File: src/hdl/fp8c_pkg.sv
// Package for the FP8 format converter: payload types, constants and the
// encode/decode functions. Depends on nothing.
`default_nettype none
package fp8c_pkg;

  localparam int unsigned FloatW = 32;
  localparam int unsigned CodeW  = 8;

  localparam logic [31:0] QnanBits    = 32'h7FC0_0000;
  localparam logic [31:0] InfBits     = 32'h7F80_0000;
  localparam logic [30:0] E4m3SatBits = 31'h43E8_0000;
  localparam logic [30:0] E5m2MaxBits = 31'h4760_0000;
  localparam logic [6:0]  E4m3MaxCode = 7'h7E;
  localparam logic [6:0]  E5m2InfCode = 7'h7C;
  localparam logic [7:0]  NanCode     = 8'h7F;

  typedef enum logic {
    FMT_E4M3 = 1'b0,
    FMT_E5M2 = 1'b1
  } fmt_e;

  typedef enum logic {
    KIND_QUANT  = 1'b0,
    KIND_DECODE = 1'b1
  } kind_e;

  localparam logic [0:0] RegFormatSelect = 1'b0;

  typedef struct packed {
    logic              kind;
    logic [FloatW-1:0] float_in;
    logic [CodeW-1:0]  code_in;
  } in_item_t;

  typedef struct packed {
    logic [CodeW-1:0]  code_out;
    logic [FloatW-1:0] value_out;
  } out_item_t;

  // Rounding shift of a 24-bit significand, ties to even; sh in 1..25.
  function automatic logic [23:0] shr_rne(input logic [23:0] v, input logic [4:0] sh);
    logic [48:0] ext;
    logic [23:0] q;
    logic        g;
    logic        st;
    ext = {1'b0, v, 24'd0} >> sh;
    q   = ext[47:24];
    g   = ext[23];
    st  = |ext[22:0];
    if (g && (st || q[0])) begin
      q = q + 24'd1;
    end
    return q;
  endfunction

  function automatic logic [7:0] fp8_encode(input logic [31:0] x, input logic e5);
    logic        s;
    logic [30:0] mag;
    logic [7:0]  ex;
    logic [23:0] sig;
    logic signed [9:0] e;
    logic signed [9:0] sh;
    logic [23:0] q;
    logic [7:0]  res;
    logic signed [9:0] bias;
    s    = x[31];
    mag  = x[30:0];
    ex   = mag[30:23];
    sig  = {(ex != 8'd0), mag[22:0]};
    e    = (ex != 8'd0) ? ($signed({2'b00, ex}) - 10'sd127) : -10'sd126;
    bias = e5 ? 10'sd15 : 10'sd7;
    res  = 8'd0;
    sh   = 10'sd0;
    q    = 24'd0;
    if (mag > InfBits[30:0]) begin
      res = NanCode;
    end else if (!e5 && mag >= E4m3SatBits) begin
      res = {s, E4m3MaxCode};
    end else if (e5 && mag > E5m2MaxBits) begin
      res = {s, E5m2InfCode};
    end else if (mag == 31'd0) begin
      res = 8'd0;
    end else if (e < 10'sd1 - bias) begin
      sh = 10'sd24 - bias - (e5 ? 10'sd2 : 10'sd3) - e;
      q  = (sh > 10'sd25) ? 24'd0 : shr_rne(sig, sh[4:0]);
      res = {s, 7'd0} | q[7:0];
    end else if (e5) begin
      q = shr_rne(sig, 5'd21);
      if (q[3]) begin
        q = q >> 1;
        e = e + 10'sd1;
      end
      res = {s, 7'd0} | {1'b0, 5'(e + bias), q[1:0]};
    end else begin
      q = shr_rne(sig, 5'd20);
      if (q[4]) begin
        q = q >> 1;
        e = e + 10'sd1;
      end
      res = {s, 7'd0} | {1'b0, 4'(e + bias), q[2:0]};
    end
    return res;
  endfunction

  function automatic logic [31:0] fp8_decode(input logic [7:0] c, input logic e5);
    logic [31:0] sgn;
    logic [4:0]  ef;
    logic [2:0]  man;
    logic [7:0]  e;
    logic [31:0] res;
    sgn = {c[7], 31'd0};
    ef  = e5 ? c[6:2] : {1'b0, c[6:3]};
    man = e5 ? {1'b0, c[1:0]} : c[2:0];
    res = sgn;
    if (!e5 && c[6:0] == 7'h7F) begin
      res = QnanBits;
    end else if (e5 && ef == 5'h1F) begin
      res = (man != 3'd0) ? QnanBits : (sgn | InfBits);
    end else if (ef == 5'd0) begin
      // Subnormal: normalize the small mantissa by its leading one.
      if (man[2]) begin
        e   = 8'(127 - 7 - 3 + 3);
        res = sgn | {1'b0, e, man[1:0], 21'd0};
      end else if (man[1]) begin
        e   = e5 ? 8'(127 - 15 - 2 + 2) : 8'(127 - 7 - 3 + 2);
        res = sgn | {1'b0, e, man[0], 22'd0};
      end else if (man[0]) begin
        e   = e5 ? 8'(127 - 15 - 2 + 1) : 8'(127 - 7 - 3 + 1);
        res = sgn | {1'b0, e, 23'd0};
      end
    end else if (e5) begin
      e   = 8'({3'd0, ef} + 8'd112);
      res = sgn | {1'b0, e, man[1:0], 21'd0};
    end else begin
      e   = 8'({3'd0, ef} + 8'd120);
      res = sgn | {1'b0, e, man, 20'd0};
    end
    return res;
  endfunction

endpackage
`default_nettype wire

File: src/hdl/fp8c_stream_if.sv
// Valid/ready stream interface carrying one payload type.
// Depends on nothing.
`default_nettype none
interface fp8c_stream_if #(parameter type payload_t = logic) ();
  logic     valid;
  logic     ready;
  payload_t data;
  modport source (output valid, output data, input ready);
  modport sink   (input valid, input data, output ready);
endinterface
`default_nettype wire

File: src/hdl/fp8_format_converter_top.sv
// Top level of the FP8 format converter: register port and datapath.
// Depends on fp8c_pkg, fp8c_stream_if, fp8c_cfg and fp8c_datapath.
//
//  Channel | Direction | Payload
//  in_s    | sink      | kind, float_in, code_in
//  out_s   | source    | code_out, value_out
//  APB     | slave     | format_select at byte address 0
//
// Each item goes from input transfer into the input register, then through
// the conversion logic into the result register. A new transfer can be taken
// every cycle while the result is not stalled. Reset clears both valid flags
// and selects E4M3. A stalled result holds its register, and the input
// register keeps taking items as long as the result register can move on.
`default_nettype none
module fp8_format_converter_top import fp8c_pkg::*; (
  input  wire logic        clk_i,
  input  wire logic        rst_ni,
  input  wire logic        psel,
  input  wire logic        penable,
  input  wire logic        pwrite,
  input  wire logic [0:0]  paddr,
  input  wire logic [31:0] pwdata,
  output logic [31:0]      prdata,
  output logic             pready,
  fp8c_stream_if.sink      in_s,
  fp8c_stream_if.source    out_s
);
  fmt_e fmt;

  fp8c_cfg u_cfg (
    .clk_i, .rst_ni, .psel, .penable, .pwrite, .paddr, .pwdata,
    .prdata, .pready, .fmt_o(fmt)
  );

  fp8c_datapath u_dp (
    .clk_i, .rst_ni, .fmt_i(fmt), .in_s, .out_s
  );
endmodule
`default_nettype wire

File: src/hdl/fp8c_cfg.sv
// APB-style register file holding the format select.
// Depends on fp8c_pkg.
`default_nettype none
module fp8c_cfg import fp8c_pkg::*; (
  input  wire logic        clk_i,
  input  wire logic        rst_ni,
  input  wire logic        psel,
  input  wire logic        penable,
  input  wire logic        pwrite,
  input  wire logic [0:0]  paddr,
  input  wire logic [31:0] pwdata,
  output logic [31:0]      prdata,
  output logic             pready,
  output fmt_e             fmt_o
);
  fmt_e fmt_q;

  always_ff @(posedge clk_i or negedge rst_ni) begin
    if (!rst_ni) begin
      fmt_q <= FMT_E4M3;
    end else if (psel && penable && pwrite && paddr == RegFormatSelect) begin
      fmt_q <= fmt_e'(pwdata[0]);
    end
  end

  assign pready = 1'b1;
  assign prdata = (paddr == RegFormatSelect) ? {31'd0, fmt_q} : 32'd0;
  assign fmt_o  = fmt_q;
endmodule
`default_nettype wire

File: src/hdl/fp8c_datapath.sv
// Input register, conversion logic and output register for the converter.
// Depends on fp8c_pkg and fp8c_stream_if.
`default_nettype none
module fp8c_datapath import fp8c_pkg::*; (
  input  wire logic clk_i,
  input  wire logic rst_ni,
  input  fmt_e      fmt_i,
  fp8c_stream_if.sink   in_s,
  fp8c_stream_if.source out_s
);
  logic      in_vld_q, out_vld_q;
  in_item_t  in_q;
  out_item_t out_q, res_d;
  logic      adv, take;
  logic [7:0] code;

  assign adv      = !out_vld_q || out_s.ready;
  assign in_s.ready = !in_vld_q || adv;
  assign take     = in_s.valid && in_s.ready;

  always_ff @(posedge clk_i or negedge rst_ni) begin
    if (!rst_ni) begin
      in_vld_q  <= 1'b0;
      out_vld_q <= 1'b0;
    end else begin
      if (in_s.ready) in_vld_q <= in_s.valid;
      if (adv) out_vld_q <= in_vld_q;
    end
  end

  always_ff @(posedge clk_i) begin
    if (take) in_q <= in_s.data;
    if (adv && in_vld_q) out_q <= res_d;
  end

  always_comb begin
    code = (in_q.kind == KIND_DECODE) ? in_q.code_in
                                      : fp8_encode(in_q.float_in, fmt_i == FMT_E5M2);
    res_d.code_out  = code;
    res_d.value_out = fp8_decode(code, fmt_i == FMT_E5M2);
  end

  assign out_s.valid = out_vld_q;
  assign out_s.data  = out_q;
endmodule
`default_nettype wire
File: src/flat_wrapper.sv
// flat-port wrapper written by rule: the top's interface ports become plain ports
module fp8_format_converter_top_flat import fp8c_pkg::*;
  (clk_i, rst_ni, psel, penable, pwrite, paddr, pwdata, prdata, pready, in_s_valid, in_s_data, in_s_ready, out_s_valid, out_s_data, out_s_ready);
  fp8c_stream_if in_s_i ();
  fp8c_stream_if out_s_i ();
  input  wire logic clk_i;
  input  wire logic rst_ni;
  input  wire logic psel;
  input  wire logic penable;
  input  wire logic pwrite;
  input  wire logic [0:0] paddr;
  input  wire logic [31:0] pwdata;
  output logic [31:0] prdata;
  output logic pready;
  input wire logic [$bits(in_s_i.valid)-1:0] in_s_valid;
  input wire logic [$bits(in_s_i.data)-1:0] in_s_data;
  output wire logic [$bits(in_s_i.ready)-1:0] in_s_ready;
  output wire logic [$bits(out_s_i.valid)-1:0] out_s_valid;
  output wire logic [$bits(out_s_i.data)-1:0] out_s_data;
  input wire logic [$bits(out_s_i.ready)-1:0] out_s_ready;
  assign in_s_i.valid = in_s_valid;
  assign in_s_i.data = in_s_data;
  assign in_s_ready = in_s_i.ready;
  assign out_s_valid = out_s_i.valid;
  assign out_s_data = out_s_i.data;
  assign out_s_i.ready = out_s_ready;
  fp8_format_converter_top u_core (.clk_i(clk_i), .rst_ni(rst_ni), .psel(psel), .penable(penable), .pwrite(pwrite), .paddr(paddr), .pwdata(pwdata), .prdata(prdata), .pready(pready), .in_s(in_s_i), .out_s(out_s_i));
endmodule
File: config.mk
export PLATFORM = sky130hd
export DESIGN_NAME = fp8_format_converter_top_flat
export DESIGN_NICKNAME = d
export VERILOG_FILES = /design/src/hdl/fp8c_pkg.sv /design/src/hdl/fp8c_stream_if.sv /design/src/hdl/fp8_format_converter_top.sv /design/src/hdl/fp8c_cfg.sv /design/src/hdl/fp8c_datapath.sv /design/src/flat_wrapper.sv
export SDC_FILE = /design/constraint.sdc
export NUM_CORES = 1
export LEC_CHECK = 0
export BUFFER_PORTS_ARGS = -buffer_cell sky130_fd_sc_hd__buf_4
export CORE_MARGIN = 3
export CORE_UTILIZATION = 25
export CTS_BUF_LIST = sky130_fd_sc_hd__clkbuf_8
export DETAILED_ROUTE_END_ITERATION = 6
export PLACE_DENSITY = 0.81
export SYNTH_ARGS = -nofsm -noshare
export SYNTH_HDL_FRONTEND = slang
export SYNTH_SLANG_ARGS = --single-unit
File: constraint.sdc
create_clock -name clk_i -period 2.7 [get_ports clk_i]
set_clock_uncertainty 0.15 [all_clocks]
set_input_delay 0.405 -clock clk_i [delete_from_list [all_inputs] [get_ports clk_i]]
set_output_delay 0.405 -clock clk_i [all_outputs]
set_load 0.05 [all_outputs]
# After elaboration in Yosys (flattened, before gate mapping)
# Cells that the tools add are included.
word_totals:
  reg_bits: 3
  out_inout_bits: 36
  elab_cells: 12
op_classes:
  muxes: 1
  bitwise_logic: 1
  n_reduce_logical: 7
ops:
  columns: ["op", "n"]
  rows:
  - ["1-bit logical AND", 3]
  - ["1-bit zero test", 2]
  - ["1-bit logical OR", 2]
  - ["1-bit 2-to-1 mux", 1]
  - ["1-bit NOT", 1]

# Depth between registers and ports, before layout
# Gate-level depths: netlist of run 1.
depth:
  ltp_word: 3
  depth_mapped: 2
  mapped_depth_nobuf: 2

# Modules after synthesis
# From an unflattened synthesis of run 1, not the netlist that was laid out.
unflattened:
  cells_unflattened: 46
  area_unflattened_um2: 401.6
modules_own_cells:
  columns: ["module", "n_inst", "cells_each", "area_each_um2", "seq_area_each_um2"]
  rows:
  - ["fp8c_cfg", 1, 38, 301.5, 25.0]
  - ["fp8c_datapath", 1, 8, 100.1, 50.0]

# Worst setup path before layout of run 1
# No wires, ideal clock.
synth_path:
  path_type: "register to output"
  from: "register u_core.u_dp.out_vld_q, in the netlist u_core.u_dp.out_s.valid"
  to: "output in_s_ready"
  arrival_time_ns: 1.150
  required_time_ns: 2.145
  setup_slack_ns: 0.995
  stages_incl_launch_ff: 2
  path_buffers: 0
  cell_sequence: "dfrtp_1 -> nand3b_1"
synth_via:
  elab_chain_cells: 3
synth_rtl:
  columns: ["element", "line_no", "rtl"]
  rows:
  - ["start, declared", "fp8c_datapath.sv:11", "logic in_vld_q, out_vld_q;"]
  - ["start signal, assigned", "fp8c_datapath.sv:27", "if (adv) out_vld_q <= in_vld_q;"]
  - ["1-bit zero test", "fp8c_datapath.sv:17", "assign adv = !out_vld_q || out_s.ready;"]
  - ["1-bit logical OR", "fp8c_datapath.sv:17", null]
  - ["1-bit logical OR", "fp8c_datapath.sv:18", "assign in_s.ready = !in_vld_q || adv;"]
  - ["end, declared", "flat_wrapper.sv:17", "output wire logic [$bits(in_s_i.ready)-1:0] in_s_ready;"]
# Every way passes these cells.

# Final worst setup path of run 1
layout_path:
  from: "register u_core.u_cfg.fmt_q, in the netlist u_core.u_cfg.fmt_o"
  to: "output prdata[0]"
layout_via:
  elab_chain_cells: 1
layout_rtl:
  columns: ["element", "line_no", "rtl"]
  rows:
  - ["start, declared", "fp8c_cfg.sv:16", "fmt_e fmt_q;"]
  - ["start signal, assigned", "fp8c_cfg.sv:22", "fmt_q <= fmt_e'(pwdata[0]);"]
  - ["1-bit 2-to-1 mux", "fp8c_cfg.sv:27", "assign prdata = (paddr == RegFormatSelect) ? {31'd0, fmt_q} : 32'd0;"]
  - ["end, declared", "flat_wrapper.sv:13", "output logic [31:0] prdata;"]
# Every way passes these cells.

==> metrics, run 1 <==
fin. max-slew vios=0; number of warnings issued by yosys=0; Tcrit/Tclk final=55.7%; GRT Total Usage=between 5 and 6%; wire length on met1=approximately 120 um; worst-path maximum fanout=2; hpwl dp=between 400 and 500 um; crit end category=output pin; clock slew at reported path FFs=around 30 ps; CP max stage delay=360 ps; largest net degree at the start of global routing=4; area post-placement=between 300 and 400 sq um; number of fill cells=about 150; post-route insts no fill=74; Top Layer Used=met4; top cells by area, synth=buf_4 (64%), dfrtp_1 (20%), mux2_1 (2.9%), and2b_2 (2.3%), nand4b_1 (2.3%); I/O Buffers=11; crit path to=prdata[0]; Mapped Cells=45; Final Hold Vio Count=0; proportion of layout cells with a drive suffix above 1=around 25%; Power Density=about 790 nW/um^2; fin crit period=about 1500 ps; status=completed; routed length per instance=roughly 7.3 um; Layout area overhead=6.51%; highest clock rate=approximately 660 MHz; Avg Cell Area, Syn=8.54 sq um; synthesized area=about 380 sq um; # IOs=77; Tightest Hold Check Type=primary input to register; ant diodes=0; total number of vias=~230; critical path depth in cells=2; clk_lat worst skew=roughly 220 ps; cts bufs inserted=3; number of vias per cell=roughly 3; Synth Register Bits=3; Worst R2R Setup Slack=about 1800 ps; Die ar.=2040 sq um; row cnt=13; final non-filler cell area=409 sq um; root buffer cell=clkbuf_8; worst-path cell chain=and2b_2 -> buf_4; type of the worst setup path=register to output pin; Pleak=~0.25 nW; Met2 Wirelength=around 290 um; antenna-violating nets left=0; Reg2Reg Depth=1; share of the synthesized area in the top cell type=between 60% and 70%; Multi-input gate area=about 170 sq um; clk buf depth=2; Core Box Area=between 1000 and 1500 sq um; RR Endpoint=u_core.u_cfg.fmt_o; Setup TNS Final=0 ps; register area share after synthesis=about a fifth; Reg area=between 70 and 80 sq um; CTS tree=built; GPL Wtd Cong=~0.73; crit path buf inv count=1; first-pass GRT wire length=roughly 660 um; DRC errors left=0; Worst setup startpoint=u_core.u_cfg.fmt_o; CP max stage cell=dfrtp_1; largest area contributor in the netlist=buf_4; initial antenna violation count=0; drt first pass iters=1; Die H=about 45 um; initial core utilization=between 20% and 30%; Clock Sinks=3; Setup Viol. Count Final=0; grt ovf=0; VDD IR max=around 0.28 mV; vias in the first global route=between 150 and 200; Die Wd=45.2 um; Startpoint Class=register; initial DRC count=0; drt total wl=~540 um; wire length on met3=between 90 and 100 um; H-tree depth=1; delay-heaviest family, CP=flip-flops; Max-cap violations=0; RSZ-0062 raised after global routing=false; Req. time, crit path=2140 ps; worst r2r src=u_core.u_cfg.fmt_o; post-placement cell count=between 60 and 70; Setup Fix Bufs, Post-CTS=0; crit path DAT=950 ps; Final nets=101; Unique masters post-synth=10
[logic make-up (layout without fill, tap and decap cells)]
group / Yosys count / in the layout / synth area share [%]
flops: 3 / 3 / 19.5
compound gates: 1 / 1 / 1.96
mux: 1 / 1 / 2.93
other cells: 2 / 33 / 1.96
buf+inv: 34 / 17 / 65.5
simple gates: 4 / 4 / 8.15
[report_power, final]
part	switching [W]	total (W)	internal [W]
combinational	0.000123	0.000142	0.0000190
clock	0.0000312	0.000128	0.0000969
sequential	0.00000306	0.0000540	0.0000509
total	0.000157	0.000324	0.000167
[synthesized netlist by cell type, drive strengths merged]
library cell / number
a21o: 1
and2b: 1
buf: 33
conb: 2
dfrtp: 3
inv: 1
mux2: 1
nand2b: 1
nand3b: 1
nand4b: 1
[registers in the layout, indices dropped and copies added (netlist names)]
name,cells
u_core.u_dp.out_s.valid,1
u_core.u_cfg.fmt_o,1
u_core.u_dp.in_vld_q,1
[final cells by class]
cell class,count,area share (%)
Tap cell,15,4.59
Inverter,1,0.917
Clock inverter,1,0.917
Timing Repair Buffer,12,22.6
Multi-Input combinational cell,39,42.5
Sequential cell,3,18.3
Clock buffer,3,10.1
[per-stage QoR]
stage	power (W)	hold slack, ps	utilization (%)	setup slack (ps)
global placement	0.000193	45.4	25.9	1260
detailed placement	0.000194	47.1	25.9	1260
CTS	0.000328	222	29.9	1180
floorplan	0.000214	-40.6	-	995
finish	0.000324	227	29.9	1200
global route	0.000342	241	29.9	1160
[cell usage in the layout, fill, tap and decap left out]
cell,count
dfrtp_1,3
nand3b_1,1
nand4b_1,1
nand2b_1,1
inv_1,2
mux2_1,1
conb_1,33
clkbuf_8,3
dlygate4sd3_1,1
a21o_1,1
and2b_2,1
buf_4,11
[what timing repair did]
item | CTS | global route
gates resized for setup | 0 | 0
hold buffers | 1 | 0
endpoints found under the hold margin | 3 | 0
[metal layers]
| layer | GRT usage, % | vias up |
|---|---|---|
| met5 | 0 | - |
| met4 | 10.5 | 0 |
| met3 | 1.20 | 3 |
| met2 | 8.47 | 30 |
| met1 | 3.59 | 95 |
| li1 | - | 98 |
[worst min path at each step]
stage | startpoint | endpoint | slack, ps | cells after the start
floorplan | rst_ni | u_core.u_cfg.fmt_o | -40 | 0
global placement | rst_ni | u_core.u_dp.in_vld_q | 50 | 1
detailed placement | rst_ni | u_core.u_dp.out_s.valid | 50 | 1
CTS | in_s_valid | u_core.u_dp.in_vld_q | 220 | 2
global route | in_s_valid | u_core.u_dp.in_vld_q | 240 | 2
finish | in_s_valid | u_core.u_dp.in_vld_q | 230 | 2
Power figures use the tool's default switching activity.
==> run 2, diff against run 1 <==
Clock period 2.7 ns to 1.4 ns, I/O delays scaled along.
==> run 2 against run 1 <==
Effect of this change:
- first-iteration DRC count stayed put
- clock power is 92% higher
- sequential share of layout area is 0.25 points higher
- register-to-register slack worse by 1300 ps
- final cell count stayed put
- largest cell class unchanged
- critical path type unchanged
==> metrics, run 2 (synthesis gave the netlist of run 1 again) <==
status=completed; grt ovf=0 (unchanged); Tcrit/Tclk final=a little over nine tenths; H-tree depth=1 (unchanged); Max-cap violations=0 (unchanged); Die Wd=45.2 um (unchanged); first-pass GRT wire length=717 um (+8.3%); worst-path maximum fanout=3 (+1); number of fill cells=151 (-0.66%); clk buf depth=2 (unchanged); DRC errors left=0 (unchanged); Req. time, crit path=1040 ps (-1100 ps); Setup TNS Final=0 ps (unchanged); Die ar.=2040 sq um (unchanged); Hold Worst Slack=34.4 ps (-193 ps); fin. max-slew vios=0 (unchanged); crit path DAT=960 ps (about the same); Die H=45.2 um (unchanged); clock slew at reported path FFs=30 ps (about the same); initial DRC count=0 (unchanged); Layout area overhead=6.84%; drt first pass iters=1 (unchanged); total number of vias=228 (+0.88%); antenna-violating nets left=0 (unchanged); I/O Buffers=11 (unchanged); Setup Viol. Count Final=0 (unchanged); cts bufs inserted=3 (unchanged); Power Density=1520 nW/um^2 (+92%); type of the worst setup path=register to output pin; CTS tree=built; Final Hold Vio Count=0 (unchanged); CP max stage cell=dfrtp_2; initial core utilization=28.1% (unchanged); most frequent cells in the layout=conb_1 (33), buf_4 (11), clkbuf_8 (3); routed length per instance=7.51 um (+2.8%); root buffer cell=clkbuf_8; fin crit period=about 1300 ps; row cnt=13 (unchanged); worst-path cell chain=nand3b_1 -> buf_4; number of vias per cell=3.08 (+0.88%); Final Worst Setup Slack=84.1 ps (-1110 ps); Tightest Hold Check Type=primary input to register; proportion of layout cells with a drive suffix above 1=27.1% (+1.7 points); Pleak=0.249 nW (-0.26%); initial antenna violation count=0 (unchanged); crit end category=output pin; highest clock rate=760 MHz; CP max stage delay=400 ps (+40 ps); Multi-input gate area=174 sq um (unchanged); Final nets=101 (unchanged); largest net degree at the start of global routing=4 (unchanged); hpwl dp=477 um (+1.1%); VDD IR max=0.583 mV (+110%); Core Box Area=1370 sq um (unchanged); RSZ-0062 raised after global routing=false; drt total wl=556 um (+2.8%); Reg area=76.3 sq um (+1.7%); # IOs=77 (unchanged); Setup Fix Bufs, Post-CTS=0 (unchanged); GRT Total Usage=5.53% (+0.16 points); final core area utilization=30.0% (+0.091 points); commonest non-fill, non-tap cell in the layout=conb_1; Clock Sinks=3 (unchanged); dpl ws=306 ps (-950 ps); vias in the first global route=204 (+9.7%); GPL Wtd Cong=0.715 (-2.4%); ant diodes=0 (unchanged); clk_lat worst skew=220 ps (about the same); Startpoint Class=register
-- run 2: cell count changes in the layout (fill, tap and decap cells not counted) --
cell / previous run / this run
dfrtp_2: 0 / 1
dfrtp_1: 3 / 2
-- run 2: metrics by stage --
stage / cell area, sq um / power (W) / std cells
floorplan: 502 / 0.000413 / 76
global route: 410 / 0.000660 / 74
finish: 410 / 0.000625 / 74
detailed placement: 355 / 0.000375 / 69
global placement: 355 / 0.000373 / 69
CTS: 410 / 0.000634 / 74
-- run 2: critical path: cells and delay by family (launching register included) --
family	cells	cell delay (ps)
flip-flops	1	400
AND/OR/NAND/NOR	1	120
buffers and inverters	1	210
-- run 2: power breakdown --
group | switching, W | internal, W | total [W]
sequential | 0.00000614 | 0.0000986 | 0.000105
clock | 0.0000596 | 0.000187 | 0.000246
combinational | 0.000237 | 0.0000366 | 0.000273
total | 0.000303 | 0.000322 | 0.000625
-- run 2: cell type report --
cell class / instances / area share (%)
repair buffers: 12 / 22.6
multi-input cells: 39 / 42.4
clock buffers: 3 / 10.1
clock inverters: 1 / 0.915
flip-flops and latches: 3 / 18.6
inverters: 1 / 0.915
well taps: 15 / 4.57
-- run 2: final timing paths --
path,startpoint,endpoint,slack (ps),depth (start not counted)
max,u_core.u_dp.out_s.valid,in_s_ready,80,2
min,in_s_valid,u_core.u_dp.in_vld_q,30,2
max reg2reg,u_core.u_cfg.fmt_o,u_core.u_cfg.fmt_o,480,1
min reg2reg,u_core.u_dp.in_vld_q,u_core.u_dp.out_s.valid,320,1
max in group asynchronous,rst_ni,u_core.u_dp.out_s.valid,810,2
min in group asynchronous,rst_ni,u_core.u_dp.in_vld_q,180,2
-- run 2: repair_timing --
action	4_1_cts	5_1_grt
hold buffers	1	0
hold endpoints to repair	3	0
resized for setup	0	0
-- run 2: routing by layer --
metal / share of wire (%) / vias to the layer above / GRT usage, %
li1: - / 99 / -
met1: 22 / 98 / 3.59
met2: 57 / 29 / 9.89
met3: 17 / 2 / 1.20
met4: 3.8 / 0 / 8.77
met5: 0 / - / 0
